==> src/rtl/core/timer_task_queue_unit_macros.svh <==
// assertion macros for the timer task queue
`ifndef TIMER_TASK_QUEUE_UNIT_MACROS_SVH
`define TIMER_TASK_QUEUE_UNIT_MACROS_SVH
`define TTQ_ASSERT_IMPL(label, clk, rst_n, ante, cons) \
  label: assert property (@(posedge clk) disable iff (!rst_n) (ante) |-> (cons)) \
    else $error("ttq check failed");
`define TTQ_ASSERT_NEXT(label, clk, rst_n, ante, cons) \
  label: assert property (@(posedge clk) disable iff (!rst_n) (ante) |=> (cons)) \
    else $error("ttq check failed");
`endif

==> src/rtl/core/ttq_pkg.sv <==
`timescale 1ns / 1ps
`default_nettype none
package ttq_pkg;
  localparam int unsigned QueueDepth = 16;
  localparam int unsigned IdxW = $clog2(QueueDepth);
  localparam int unsigned MaxResults = 16;
  localparam int unsigned TickW = 48;
  localparam int unsigned IdW = 32;
  localparam int unsigned PerW = 32;

  typedef enum logic [2:0] {
    OP_REL = 3'd0, OP_ABS = 3'd1, OP_PER = 3'd2, OP_CANCEL = 3'd3,
    OP_PAUSE = 3'd4, OP_RESUME = 3'd5, OP_CLEAR = 3'd6, OP_TICK = 3'd7
  } op_t;

  typedef enum logic [1:0] {
    KIND_ID = 2'd0, KIND_CANCEL = 2'd1, KIND_FIRED = 2'd2, KIND_FULL = 2'd3
  } kind_t;

  typedef enum logic [2:0] {
    ST_IDLE, ST_SCAN, ST_SCHED, ST_CANCEL, ST_PICK, ST_FIRE, ST_OUT
  } state_t;

  function automatic logic [TickW-1:0] sat_add(input logic [TickW-1:0] a,
                                               input logic [TickW-1:0] b);
    logic [TickW:0] s;
    s = {1'b0, a} + {1'b0, b};
    return s[TickW] ? {TickW{1'b1}} : s[TickW-1:0];
  endfunction
endpackage
`default_nettype wire

==> src/rtl/core/ttq_if.sv <==
`timescale 1ns / 1ps
`default_nettype none
interface ttq_in_if;
  logic        valid;
  logic        ready;
  logic [2:0]  op;
  logic [47:0] when_value;
  logic [31:0] period;
  logic [31:0] target_id;
  modport source (output valid, op, when_value, period, target_id, input ready);
  modport sink (input valid, op, when_value, period, target_id, output ready);
endinterface

interface ttq_out_if;
  logic        valid;
  logic        ready;
  logic [1:0]  kind;
  logic [31:0] timer_id;
  logic        found;
  logic        last;
  modport source (output valid, kind, timer_id, found, last, input ready);
  modport sink (input valid, kind, timer_id, found, last, output ready);
endinterface
`default_nettype wire

==> src/rtl/core/timer_task_queue_unit.sv <==
`timescale 1ns / 1ps
`default_nettype none
// timer task queue: a table of timers ordered by due tick
// in_ carries one request (op, when_value, period, target_id); out_ carries results
// with last set on the final result of each request; pause, resume, clear and a
// paused or empty tick give no result
// one request at a time: in_ready is high only when idle; a result left waiting in
// the output register does not hold off the next request
// pause, resume and clear finish in the accepting cycle
// schedule: the table is scanned one entry a cycle for a free slot, stopping at the
// first one, then the result is loaded in ST_SCHED; cancel checks every entry and
// loads its answer in ST_OUT
// tick: each selection pass scans every entry on one shared compare unit, then fires
// or drops the winner; sixteen fired timers take up to 17 passes, plus one pass per
// cancelled timer dropped
// the result register holds while out_ready is low; the sequencer waits for it
// synchronous active-low reset empties the table, zeroes the tick counter,
// sets the next id to one and clears the pause flag
module timer_task_queue_unit (
  input  wire logic   clk,
  input  wire logic   rst_n,
  ttq_in_if.sink      in_ch,
  ttq_out_if.source   out_ch
);
  localparam int unsigned D = ttq_pkg::QueueDepth;
  localparam int unsigned IW = ttq_pkg::IdxW;
  localparam int unsigned TW = ttq_pkg::TickW;

  ttq_pkg::state_t state_r, state_nxt;

  logic [TW-1:0]              due_r [D];
  logic [ttq_pkg::PerW-1:0]   per_r [D];
  logic [ttq_pkg::IdW-1:0]    id_r [D];
  logic [D-1:0]               val_r, canc_r, hand_r;
  logic [TW-1:0]              now_r;
  logic [ttq_pkg::IdW-1:0]    next_id_r;
  logic                       paused_r;

  ttq_pkg::op_t               op_r;
  logic [TW-1:0]              when_r;
  logic [ttq_pkg::PerW-1:0]   per_in_r;
  logic [ttq_pkg::IdW-1:0]    tgt_r;
  logic [IW-1:0]              idx_r;
  logic                       idx_end;
  logic                       hit_r, found_r;
  logic [IW-1:0]              best_r;
  logic [4:0]                 nfired_r;

  // fired result is marked last once a later pass finds nothing or count ends;
  // so results are held one step: emit the previous pending one when next known
  logic                       pend_r;
  logic [ttq_pkg::IdW-1:0]    pend_id_r;

  logic                       ovalid_r;
  logic [1:0]                 okind_r;
  logic [ttq_pkg::IdW-1:0]    oid_r;
  logic                       ofound_r, olast_r;

  assign in_ch.ready = (state_r == ttq_pkg::ST_IDLE);
  assign out_ch.valid = ovalid_r;
  assign out_ch.kind = okind_r;
  assign out_ch.timer_id = oid_r;
  assign out_ch.found = ofound_r;
  assign out_ch.last = olast_r;

  logic in_fire, out_free;
  assign in_fire = in_ch.valid && in_ch.ready;
  assign out_free = !ovalid_r || out_ch.ready;
  assign idx_end = (idx_r == IW'(D - 1));

  // shared compare: does entry idx beat the current best
  logic cand, better;
  always_comb begin
    cand = val_r[idx_r] && !hand_r[idx_r] && (due_r[idx_r] <= now_r);
    better = !hit_r || (due_r[idx_r] < due_r[best_r]) ||
             ((due_r[idx_r] == due_r[best_r]) && (id_r[idx_r] < id_r[best_r]));
  end

  logic [TW-1:0] sched_due;
  logic [TW-1:0] rel_delay;
  always_comb begin
    rel_delay = (op_r == ttq_pkg::OP_PER && when_r == '0) ? TW'(per_in_r) : when_r;
    sched_due = (op_r == ttq_pkg::OP_ABS) ? when_r : ttq_pkg::sat_add(now_r, rel_delay);
  end

  // tick pass ends when nothing is due or the result count is used up
  logic fire_done, out_load;
  always_comb begin
    fire_done = !hit_r || (!canc_r[best_r] && nfired_r == 5'(ttq_pkg::MaxResults));
    unique case (state_r)
      ttq_pkg::ST_SCHED, ttq_pkg::ST_OUT: out_load = out_free;
      ttq_pkg::ST_FIRE: out_load = out_free && pend_r && (fire_done || !canc_r[best_r]);
      default: out_load = 1'b0;
    endcase
  end

  always_comb begin
    state_nxt = state_r;
    unique case (state_r)
      ttq_pkg::ST_IDLE: begin
        if (in_fire) begin
          unique case (ttq_pkg::op_t'(in_ch.op))
            ttq_pkg::OP_REL, ttq_pkg::OP_ABS, ttq_pkg::OP_PER:
              state_nxt = ttq_pkg::ST_SCAN;
            ttq_pkg::OP_CANCEL: state_nxt = ttq_pkg::ST_CANCEL;
            ttq_pkg::OP_TICK: state_nxt = paused_r ? ttq_pkg::ST_IDLE : ttq_pkg::ST_PICK;
            default: state_nxt = ttq_pkg::ST_IDLE;
          endcase
        end
      end
      ttq_pkg::ST_SCAN:
        if (!val_r[idx_r] || idx_end) state_nxt = ttq_pkg::ST_SCHED;
      ttq_pkg::ST_SCHED: if (out_free) state_nxt = ttq_pkg::ST_IDLE;
      ttq_pkg::ST_CANCEL: if (idx_end) state_nxt = ttq_pkg::ST_OUT;
      ttq_pkg::ST_OUT: if (out_free) state_nxt = ttq_pkg::ST_IDLE;
      ttq_pkg::ST_PICK: if (idx_end) state_nxt = ttq_pkg::ST_FIRE;
      ttq_pkg::ST_FIRE: begin
        if (fire_done) begin
          if (!pend_r || out_free) state_nxt = ttq_pkg::ST_IDLE;
        end
        else if (canc_r[best_r]) state_nxt = ttq_pkg::ST_PICK;
        else if (out_free) state_nxt = ttq_pkg::ST_PICK;
      end
      default: state_nxt = ttq_pkg::ST_IDLE;
    endcase
  end

  always_ff @(posedge clk) begin
    if (!rst_n) begin
      state_r <= ttq_pkg::ST_IDLE;
      val_r <= '0;
      canc_r <= '0;
      hand_r <= '0;
      now_r <= '0;
      next_id_r <= ttq_pkg::IdW'(1);
      paused_r <= 1'b0;
      ovalid_r <= 1'b0;
      pend_r <= 1'b0;
      idx_r <= '0;
      hit_r <= 1'b0;
      found_r <= 1'b0;
      nfired_r <= '0;
    end else begin
      state_r <= state_nxt;
      if (out_load) ovalid_r <= 1'b1;
      else if (out_ch.ready) ovalid_r <= 1'b0;
      unique case (state_r)
        ttq_pkg::ST_IDLE: begin
          if (in_fire) begin
            op_r <= ttq_pkg::op_t'(in_ch.op);
            when_r <= in_ch.when_value;
            per_in_r <= in_ch.period;
            tgt_r <= in_ch.target_id;
            idx_r <= '0;
            hit_r <= 1'b0;
            found_r <= 1'b0;
            hand_r <= '0;
            nfired_r <= '0;
            pend_r <= 1'b0;
            unique case (ttq_pkg::op_t'(in_ch.op))
              ttq_pkg::OP_PAUSE: paused_r <= 1'b1;
              ttq_pkg::OP_RESUME: paused_r <= 1'b0;
              ttq_pkg::OP_CLEAR: begin
                val_r <= '0;
                canc_r <= '0;
              end
              ttq_pkg::OP_TICK: if (!paused_r) now_r <= now_r + TW'(1);
              default: ;
            endcase
          end
        end
        ttq_pkg::ST_SCAN: begin
          if (!val_r[idx_r]) hit_r <= 1'b1;
          else if (!idx_end) idx_r <= idx_r + IW'(1);
        end
        ttq_pkg::ST_SCHED: begin
          if (out_free) begin
            ofound_r <= 1'b0;
            olast_r <= 1'b1;
            if (hit_r) begin
              due_r[idx_r] <= sched_due;
              per_r[idx_r] <= (op_r == ttq_pkg::OP_PER) ? per_in_r : '0;
              id_r[idx_r] <= next_id_r;
              val_r[idx_r] <= 1'b1;
              canc_r[idx_r] <= 1'b0;
              okind_r <= ttq_pkg::KIND_ID;
              oid_r <= next_id_r;
              next_id_r <= next_id_r + ttq_pkg::IdW'(1);
            end else begin
              okind_r <= ttq_pkg::KIND_FULL;
              oid_r <= '0;
            end
          end
        end
        ttq_pkg::ST_CANCEL: begin
          if (val_r[idx_r] && id_r[idx_r] == tgt_r) begin
            canc_r[idx_r] <= 1'b1;
            found_r <= 1'b1;
          end
          if (!idx_end) idx_r <= idx_r + IW'(1);
        end
        ttq_pkg::ST_OUT: begin
          if (out_free) begin
            okind_r <= ttq_pkg::KIND_CANCEL;
            oid_r <= tgt_r;
            ofound_r <= found_r;
            olast_r <= 1'b1;
          end
        end
        ttq_pkg::ST_PICK: begin
          if (cand && better) begin
            hit_r <= 1'b1;
            best_r <= idx_r;
          end
          if (!idx_end) idx_r <= idx_r + IW'(1);
        end
        ttq_pkg::ST_FIRE: begin
          idx_r <= '0;
          if (fire_done) begin
            // pass found nothing more or the count is used up: flush pending as last
            if (pend_r && out_free) begin
              okind_r <= ttq_pkg::KIND_FIRED;
              oid_r <= pend_id_r;
              ofound_r <= 1'b0;
              olast_r <= 1'b1;
              pend_r <= 1'b0;
            end
          end else if (canc_r[best_r]) begin
            val_r[best_r] <= 1'b0;
            canc_r[best_r] <= 1'b0;
            hit_r <= 1'b0;
          end else if (out_free) begin
            hit_r <= 1'b0;
            hand_r[best_r] <= 1'b1;
            nfired_r <= nfired_r + 5'd1;
            if (per_r[best_r] != '0)
              due_r[best_r] <= ttq_pkg::sat_add(now_r, TW'(per_r[best_r]));
            else
              val_r[best_r] <= 1'b0;
            pend_r <= 1'b1;
            pend_id_r <= id_r[best_r];
            if (pend_r) begin
              okind_r <= ttq_pkg::KIND_FIRED;
              oid_r <= pend_id_r;
              ofound_r <= 1'b0;
              olast_r <= 1'b0;
            end
          end
        end
        default: ;
      endcase
    end
  end

`include "timer_task_queue_unit_macros.svh"
  `TTQ_ASSERT_IMPL(a_ready_idle, clk, rst_n, in_ch.ready, state_r == ttq_pkg::ST_IDLE)
  `TTQ_ASSERT_IMPL(a_fired_cap, clk, rst_n, 1'b1, nfired_r <= 5'(ttq_pkg::MaxResults))
  `TTQ_ASSERT_NEXT(a_pause, clk, rst_n,
                   in_fire && in_ch.op == ttq_pkg::OP_PAUSE, paused_r)
endmodule
`default_nettype wire

==> src/flat_wrapper.sv <==
// flat-port wrapper written by rule: the top's interface ports become plain ports
module timer_task_queue_unit_flat 
  (clk, rst_n, in_ch_valid, in_ch_op, in_ch_when_value, in_ch_period, in_ch_target_id, in_ch_ready, out_ch_valid, out_ch_kind, out_ch_timer_id, out_ch_found, out_ch_last, out_ch_ready);
  ttq_in_if in_ch_i ();
  ttq_out_if out_ch_i ();
  input  wire logic clk;
  input  wire logic rst_n;
  input wire logic [$bits(in_ch_i.valid)-1:0] in_ch_valid;
  input wire logic [$bits(in_ch_i.op)-1:0] in_ch_op;
  input wire logic [$bits(in_ch_i.when_value)-1:0] in_ch_when_value;
  input wire logic [$bits(in_ch_i.period)-1:0] in_ch_period;
  input wire logic [$bits(in_ch_i.target_id)-1:0] in_ch_target_id;
  output wire logic [$bits(in_ch_i.ready)-1:0] in_ch_ready;
  output wire logic [$bits(out_ch_i.valid)-1:0] out_ch_valid;
  output wire logic [$bits(out_ch_i.kind)-1:0] out_ch_kind;
  output wire logic [$bits(out_ch_i.timer_id)-1:0] out_ch_timer_id;
  output wire logic [$bits(out_ch_i.found)-1:0] out_ch_found;
  output wire logic [$bits(out_ch_i.last)-1:0] out_ch_last;
  input wire logic [$bits(out_ch_i.ready)-1:0] out_ch_ready;
  assign in_ch_i.valid = in_ch_valid;
  assign in_ch_i.op = in_ch_op;
  assign in_ch_i.when_value = in_ch_when_value;
  assign in_ch_i.period = in_ch_period;
  assign in_ch_i.target_id = in_ch_target_id;
  assign in_ch_ready = in_ch_i.ready;
  assign out_ch_valid = out_ch_i.valid;
  assign out_ch_kind = out_ch_i.kind;
  assign out_ch_timer_id = out_ch_i.timer_id;
  assign out_ch_found = out_ch_i.found;
  assign out_ch_last = out_ch_i.last;
  assign out_ch_i.ready = out_ch_ready;
  timer_task_queue_unit u_core (.clk(clk), .rst_n(rst_n), .in_ch(in_ch_i), .out_ch(out_ch_i));
endmodule
==> config.mk <==
export PLATFORM = sky130hd
export DESIGN_NAME = timer_task_queue_unit_flat
export DESIGN_NICKNAME = d
export VERILOG_FILES = /design/src/rtl/core/ttq_pkg.sv /design/src/rtl/core/ttq_if.sv /design/src/rtl/core/timer_task_queue_unit.sv /design/src/flat_wrapper.sv
export VERILOG_INCLUDE_DIRS = /design/src /design/src/rtl/core
export SDC_FILE = /design/constraint.sdc
export NUM_CORES = 2
export LEC_CHECK = 0
export BUFFER_PORTS_ARGS = -buffer_cell sky130_fd_sc_hd__buf_4
export CAP_MARGIN = 15
export CORE_ASPECT_RATIO = 0.5
export CORE_MARGIN = 2
export CORE_UTILIZATION = 63
export DETAILED_ROUTE_END_ITERATION = 10
export HOLD_SLACK_MARGIN = 0.1
export MAX_ROUTING_LAYER = met4
export PLACE_DENSITY = 0.86
export SLEW_MARGIN = 20
export SYNTH_ARGS = -nofsm -noshare
export SYNTH_HDL_FRONTEND = slang
export SYNTH_SLANG_ARGS = --single-unit
==> constraint.sdc <==
create_clock -name clk -period 7.2 [get_ports clk]
set_input_delay 0.36 -clock clk [delete_from_list [all_inputs] [get_ports clk]]
set_output_delay 0.36 -clock clk [all_outputs]
set_load 0.01 [all_outputs]
* Word-level counts from Yosys, hierarchy flattened *
Memory sizes are Yosys's and may differ from the RTL's. A register that Yosys moved wholly into a read port is not among the register bits.
Index checks and enable logic that the tools add are counted.

operators by class
  add/subtract/negate cells = 6
  multipliers = 0
  div/mod/pow operators = 0
  magnitude comparators = 7
  equality and inequality tests = 44
  shifts and indexed selects = 0
  multiplexer cells = 123
  bitwise gates (word level) = 11
  reduce and logical (&&, ||, !) cells = 59

operators with widths
  kind                     number
  $mux W32                 9
  $mux W16                 17
  $mux W48                 5
  $pmux W32 S3             1
  $pmux W16 S4             1
  $add A48 B32 Y49         1
  $add A48 B48 Y49         1
  $add A48 B1 Y48 const B  1
  $and A16 B16 Y16         3
  $eq A48 B48 Y1           1
  $le A48 B48 Y1           1
  $logic_not A48 Y1        1
  $lt A48 B48 Y1           1
  $or A16 B16 Y16          3
  $pmux W16 S3             1
  $reduce_or A48 Y1        1
  $mux W4                  11
  $mux W1                  38
  $add A32 B1 Y32 const B  1
  $eq A32 B32 Y1           1
  $lt A32 B32 Y1           1
  $not A16 Y16             2
  $pmux W16 S2             1
  $reduce_bool A32 Y1      1
  other kinds (44)         146

storage, ports and cells
  flip-flop bits (word level) = 332
  bits in latches = 0
  RAM bits = 1792
  bits in read-only memories = 0
  input bits = 119
  memories = 3

memories
  name          depth  width  rd ports  clocked after memory_dff  write ports  line                         text
  u_core.due_r  16     48     2         2                         1            timer_task_queue_unit.sv:31  logic [TW-1:0] due_r [D];
  u_core.id_r   16     32     2         2                         1            timer_task_queue_unit.sv:33  logic [ttq_pkg::IdW-1:0] id_r [D];
  u_core.per_r  16     32     1         1                         1            timer_task_queue_unit.sv:32  logic [ttq_pkg::PerW-1:0] per_r [D];

* Longest topological paths before layout *
  depth in word-level cells = 11
  depth in mapped cells = 20

* Least setup slack after synthesis *
OpenSTA, ideal clock, no wires.

  path type = input to register
  start point = in rst_n
  end point = reg u_core.op_r[0] (enable)
  library setup time = 591 ps
  data arrival time = 5962 ps
  required time = 6609 ps
  slack = 648 ps
  cell stages on the path = 5
  buffers on the path = 3
  cells stage by stage = clkbuf_1 -> inv_2 -> clkbuf_1 -> buf_1 -> nor2_1

between the ends
  cells in the longest elaborated chain, start to end = 1

RTL lines
  what                         line                          text
  start, declared              flat_wrapper.sv:7             input wire logic rst_n;
  $reduce_and A3 Y1 (no line)  -
  end signal, assigned         timer_task_queue_unit.sv:150  op_r <= ttq_pkg::op_t'(in_ch.op);
  end, declared                timer_task_queue_unit.sv:39   ttq_pkg::op_t op_r;

Every way passes these cells.
A chain may end at the register's enable or synchronous reset.

==> impl_metrics.csv <==
group,metric,value,unit
route,wl_per_cell,38.61,um
logic_synthesis,syn-cell-area,100200,um^2
floorplan,die_w,568.0,um
route,drt_pass1_iterations,11,
worst_setup_path,cp_slowest_stage_delay,0.74,ns
logic_synthesis,synth_compound_area_frac,0.05635,
flow_run,max_cap_viol_count,0,
floorplan,die_y,286.0,um
route,routed_wl,321800,um
timing,setup_violations,0,
worst_setup_path,r2r_slack,0.10,ns
grt,grt_pass1_wl,459300,um
timing,fmax,140.9,MHz
logic_synthesis,synth_area_leader_cell,"edfxtp_1",
finish,nets,6395,
route,drt_iter0_drc,12360,
timing,slew_headroom,0.1480,
logic_synthesis,yosysSeqAreaShare,0.6237,
grt,grt_pass1_vias,66150,
timing,fin_crit,7.097,ns
worst_setup_path,critPathSlowestCell,"dfxtp_4",
route,vias,65760,
logic_synthesis,ys_warn_count,0,
worst_setup_path,crit_top_cell,"buf_4",
finish,drive_gt1_frac,0.2621,
logic_synthesis,synth_fa_ha_area_frac,0.02725,
floorplan,rows,103,
route,drc,31,
timing,fin_hold_ws,0.2026,ns
worst_setup_path,critPathKind,"flip-flop to flip-flop",
clock_tree,cts_tree,"done",
worst_setup_path,critPathCaptureType,"flip-flop",
worst_setup_path,path_max_fanout,40,
worst_setup_path,worst-path-buf-inv,6,
logic_synthesis,ys_ff_latch,2132,
floorplan,initial_core_util,0.6347,
grt,grt_overflow,0,
clock_tree,root_buffer,"clkbuf_16",
logic_synthesis,synth_top_family_by_area,"multiplexers",
clock_tree,htree_levels,4,
placed_design,io_buffers,156,
placed_design,dp_hpwl,180000,um
grt,antenna_found_initial,20,
timing,worst_pin_slew,1.265,ns
floorplan,io_pins,157,
timing,finalCritPeriodShare,0.9856,
logic_synthesis,synth-main-ff-cell,"edfxtp_1",
logic_synthesis,yosys-mux-area-fraction,0.2121,
outcome,violations,"design-rule violations",
clock_tree,clk_path_buf_depth,4,
worst_setup_path,crit_chain,"buf_4, buf_4, buf_4, mux4_2, mux4_2, inv_1, ha_1, a21o_1, a21o_1, a21o_1, a21oi_1, o2111ai_1, a2111oi_1, buf_4, a311oi_1, nor4b_2, buf_4, mux2_2",
logic_synthesis,synthXorXnorAreaFrac,0.01451,
timing,drv_slew,0,
placed_design,place.gp.congestion,0.9775,
finish,syn_to_final_growth,11.75,%
finish,final_common_cell,"edfxtp_1",
worst_setup_path,crit_path_start_kind,"flip-flop",
floorplan,dieArea,162400,um^2
power,p_leak,35.83,nW
logic_synthesis,synthesis.nets,6108,
clock_tree,path_clk_slew,0.07,ns
grt,grt_max_degree,103,
floorplan,core,157900,um^2
clock_tree,clkSinkCount,2132,
power,power_density,233.9,nW/um^2
outcome,status,"complete, but fails checks",
timing,rsz0062_at_grt,"no",
timing,clock-skew-final,0.08190,ns
finish,layout_common_cells,"edfxtp_1 (1979), mux4_2 (929), buf_4 (311), inv_1 (215), ha_1 (215)",
logic_synthesis,ys_types,78,
route,vias_per_cell,7.891,
timing,fin_tns_setup,0,ns
clock_tree,clk_latency,0.88,ns
worst_setup_path,worstPathArrival,7.83,ns
power,vdd_drop_max,167.1,uV
logic_synthesis,yosys-top-cells-area,"edfxtp_1 (59%), mux4_2 (21%), dfxtp_1 (3.1%), ha_1 (2.7%), a21oi_1 (1.1%)",
logic_synthesis,synth_edf_count,1979,
timing,finalHoldViolCount,0,
hold_path,hp-class,"primary input to flip-flop",
logic_synthesis,yosys.area_share.simple,0.04245,
logic_synthesis,syn_avg_cell_area,17.36,um^2
finish,fin_util,0.7092,
grt,grt_usage,0.4072,
clock_tree,numCtsBuffers,188,
worst_setup_path,cp_top_family,"compound AO/OA/AOI/OAI gates",
worst_setup_path,critPathRequiredTime,7.93,ns
finish,fillers,8723,
logic_synthesis,synth_cells,5772,
logic_synthesis,synthArstFlopShare,0,
route,ant_nets,0,
logic_synthesis,synth_top_area_share,0.5931,
cells by family after synthesis:
kind of cell | Yosys count
compound gates | 852
xor+xnor | 166
fa+ha+maj | 217
buf+inv | 587
simple gates | 857
flops | 2132
mux | 961
sequential cells by signal, summed over array words and instances (netlist names), 48 cells and up, named ones only:
register,cells
u_core.per_r,512
u_core.now_r,48
u_core.due_r,768
u_core.when_r,48
u_core.id_r,512
metal layers:
layer | vias to the layer above | track usage | wire length (um)
li1 | 24480 | - | -
met1 | 32500 | 0.4979 | 102900
met2 | 7108 | 0.6083 | 147500
met3 | 1680 | 0.1375 | 50000
met4 | 0 | 0.2129 | 21400
met5 | - | - | 0
final timing paths:
check | startpoint | endpoint | cells past startpoint
worst min register to register | u_core.canc_r[14] | u_core.canc_r[14] | 2
worst min-delay path | in_ch_period[22] | u_core.per_in_r[22] | 2
worst max-delay path | flip-flop | flip-flop | 18
worst max register to register | flip-flop | flip-flop | 18
worst reg2reg max path, delay by kind of cell (launching register included):
family          cells  cell delay, ns
compound gates      7            2.18
fa+ha+maj           1            0.24
buf+inv             6            2.20
flops               1            0.74
mux                 3            1.28
simple gates        1            0.33
cell usage after synthesis, drive strengths merged, types with 43 or more instances:
cell type     n
a21oi       212
clkbuf      252
o211ai       44
xor2         55
xnor2       111
a22oi        73
dfxtp       153
and2         51
nand3        56
nand4        64
nor3         64
nor2        244
a21o        102
buf         118
edfxtp     1979
mux4        929
nor4         43
o21ai       145
ha          215
nand2       180
inv         217
repair_timing:
| action | in CTS | in global routing |
|---|---|---|
| resized for setup | 2 | 5 |
| hold buffers | 119 | 0 |
| endpoints found under the setup margin | 8 | 8 |
| hold endpoints to repair | 131 | 0 |
| gates cloned | 0 | 2 |
| setup buffers | 0 | 1 |
final cells by class:
type / instances / area (um^2) / area share
diodes: 27 / 67.56 / 0.0006035
clock buffers: 245 / 5185 / 0.04631
clock inverters: 93 / 807.0 / 0.007208
inverters: 217 / 815.8 / 0.007286
multi-input cells: 3053 / 35700 / 0.3189
flip-flops and latches: 2132 / 62520 / 0.5584
well taps: 2100 / 2628 / 0.02347
repair buffers: 467 / 4240 / 0.03787
metrics by stage:
step           cells  total power [mW]  setup slack, ns  cell area, um^2
3_5_place_dp    7844             15.94         -0.02470           104500
2_1_floorplan   5772             15.26           0.6476           100200
4_1_cts         8301             26.04          0.02029           111700
3_3_place_gp    7841             15.85          -0.1077           104500
5_1_grt         8330             26.63          0.07077           112000
6_report        8334             26.19           0.1035           112000
power breakdown:
group          internal (mW)  switching (mW)
registers               13.6           0.133
logic                  0.925            1.23
clock network           5.55            4.75
total                   20.1            6.12
No activity file was read; power rests on OpenSTA's default activity.
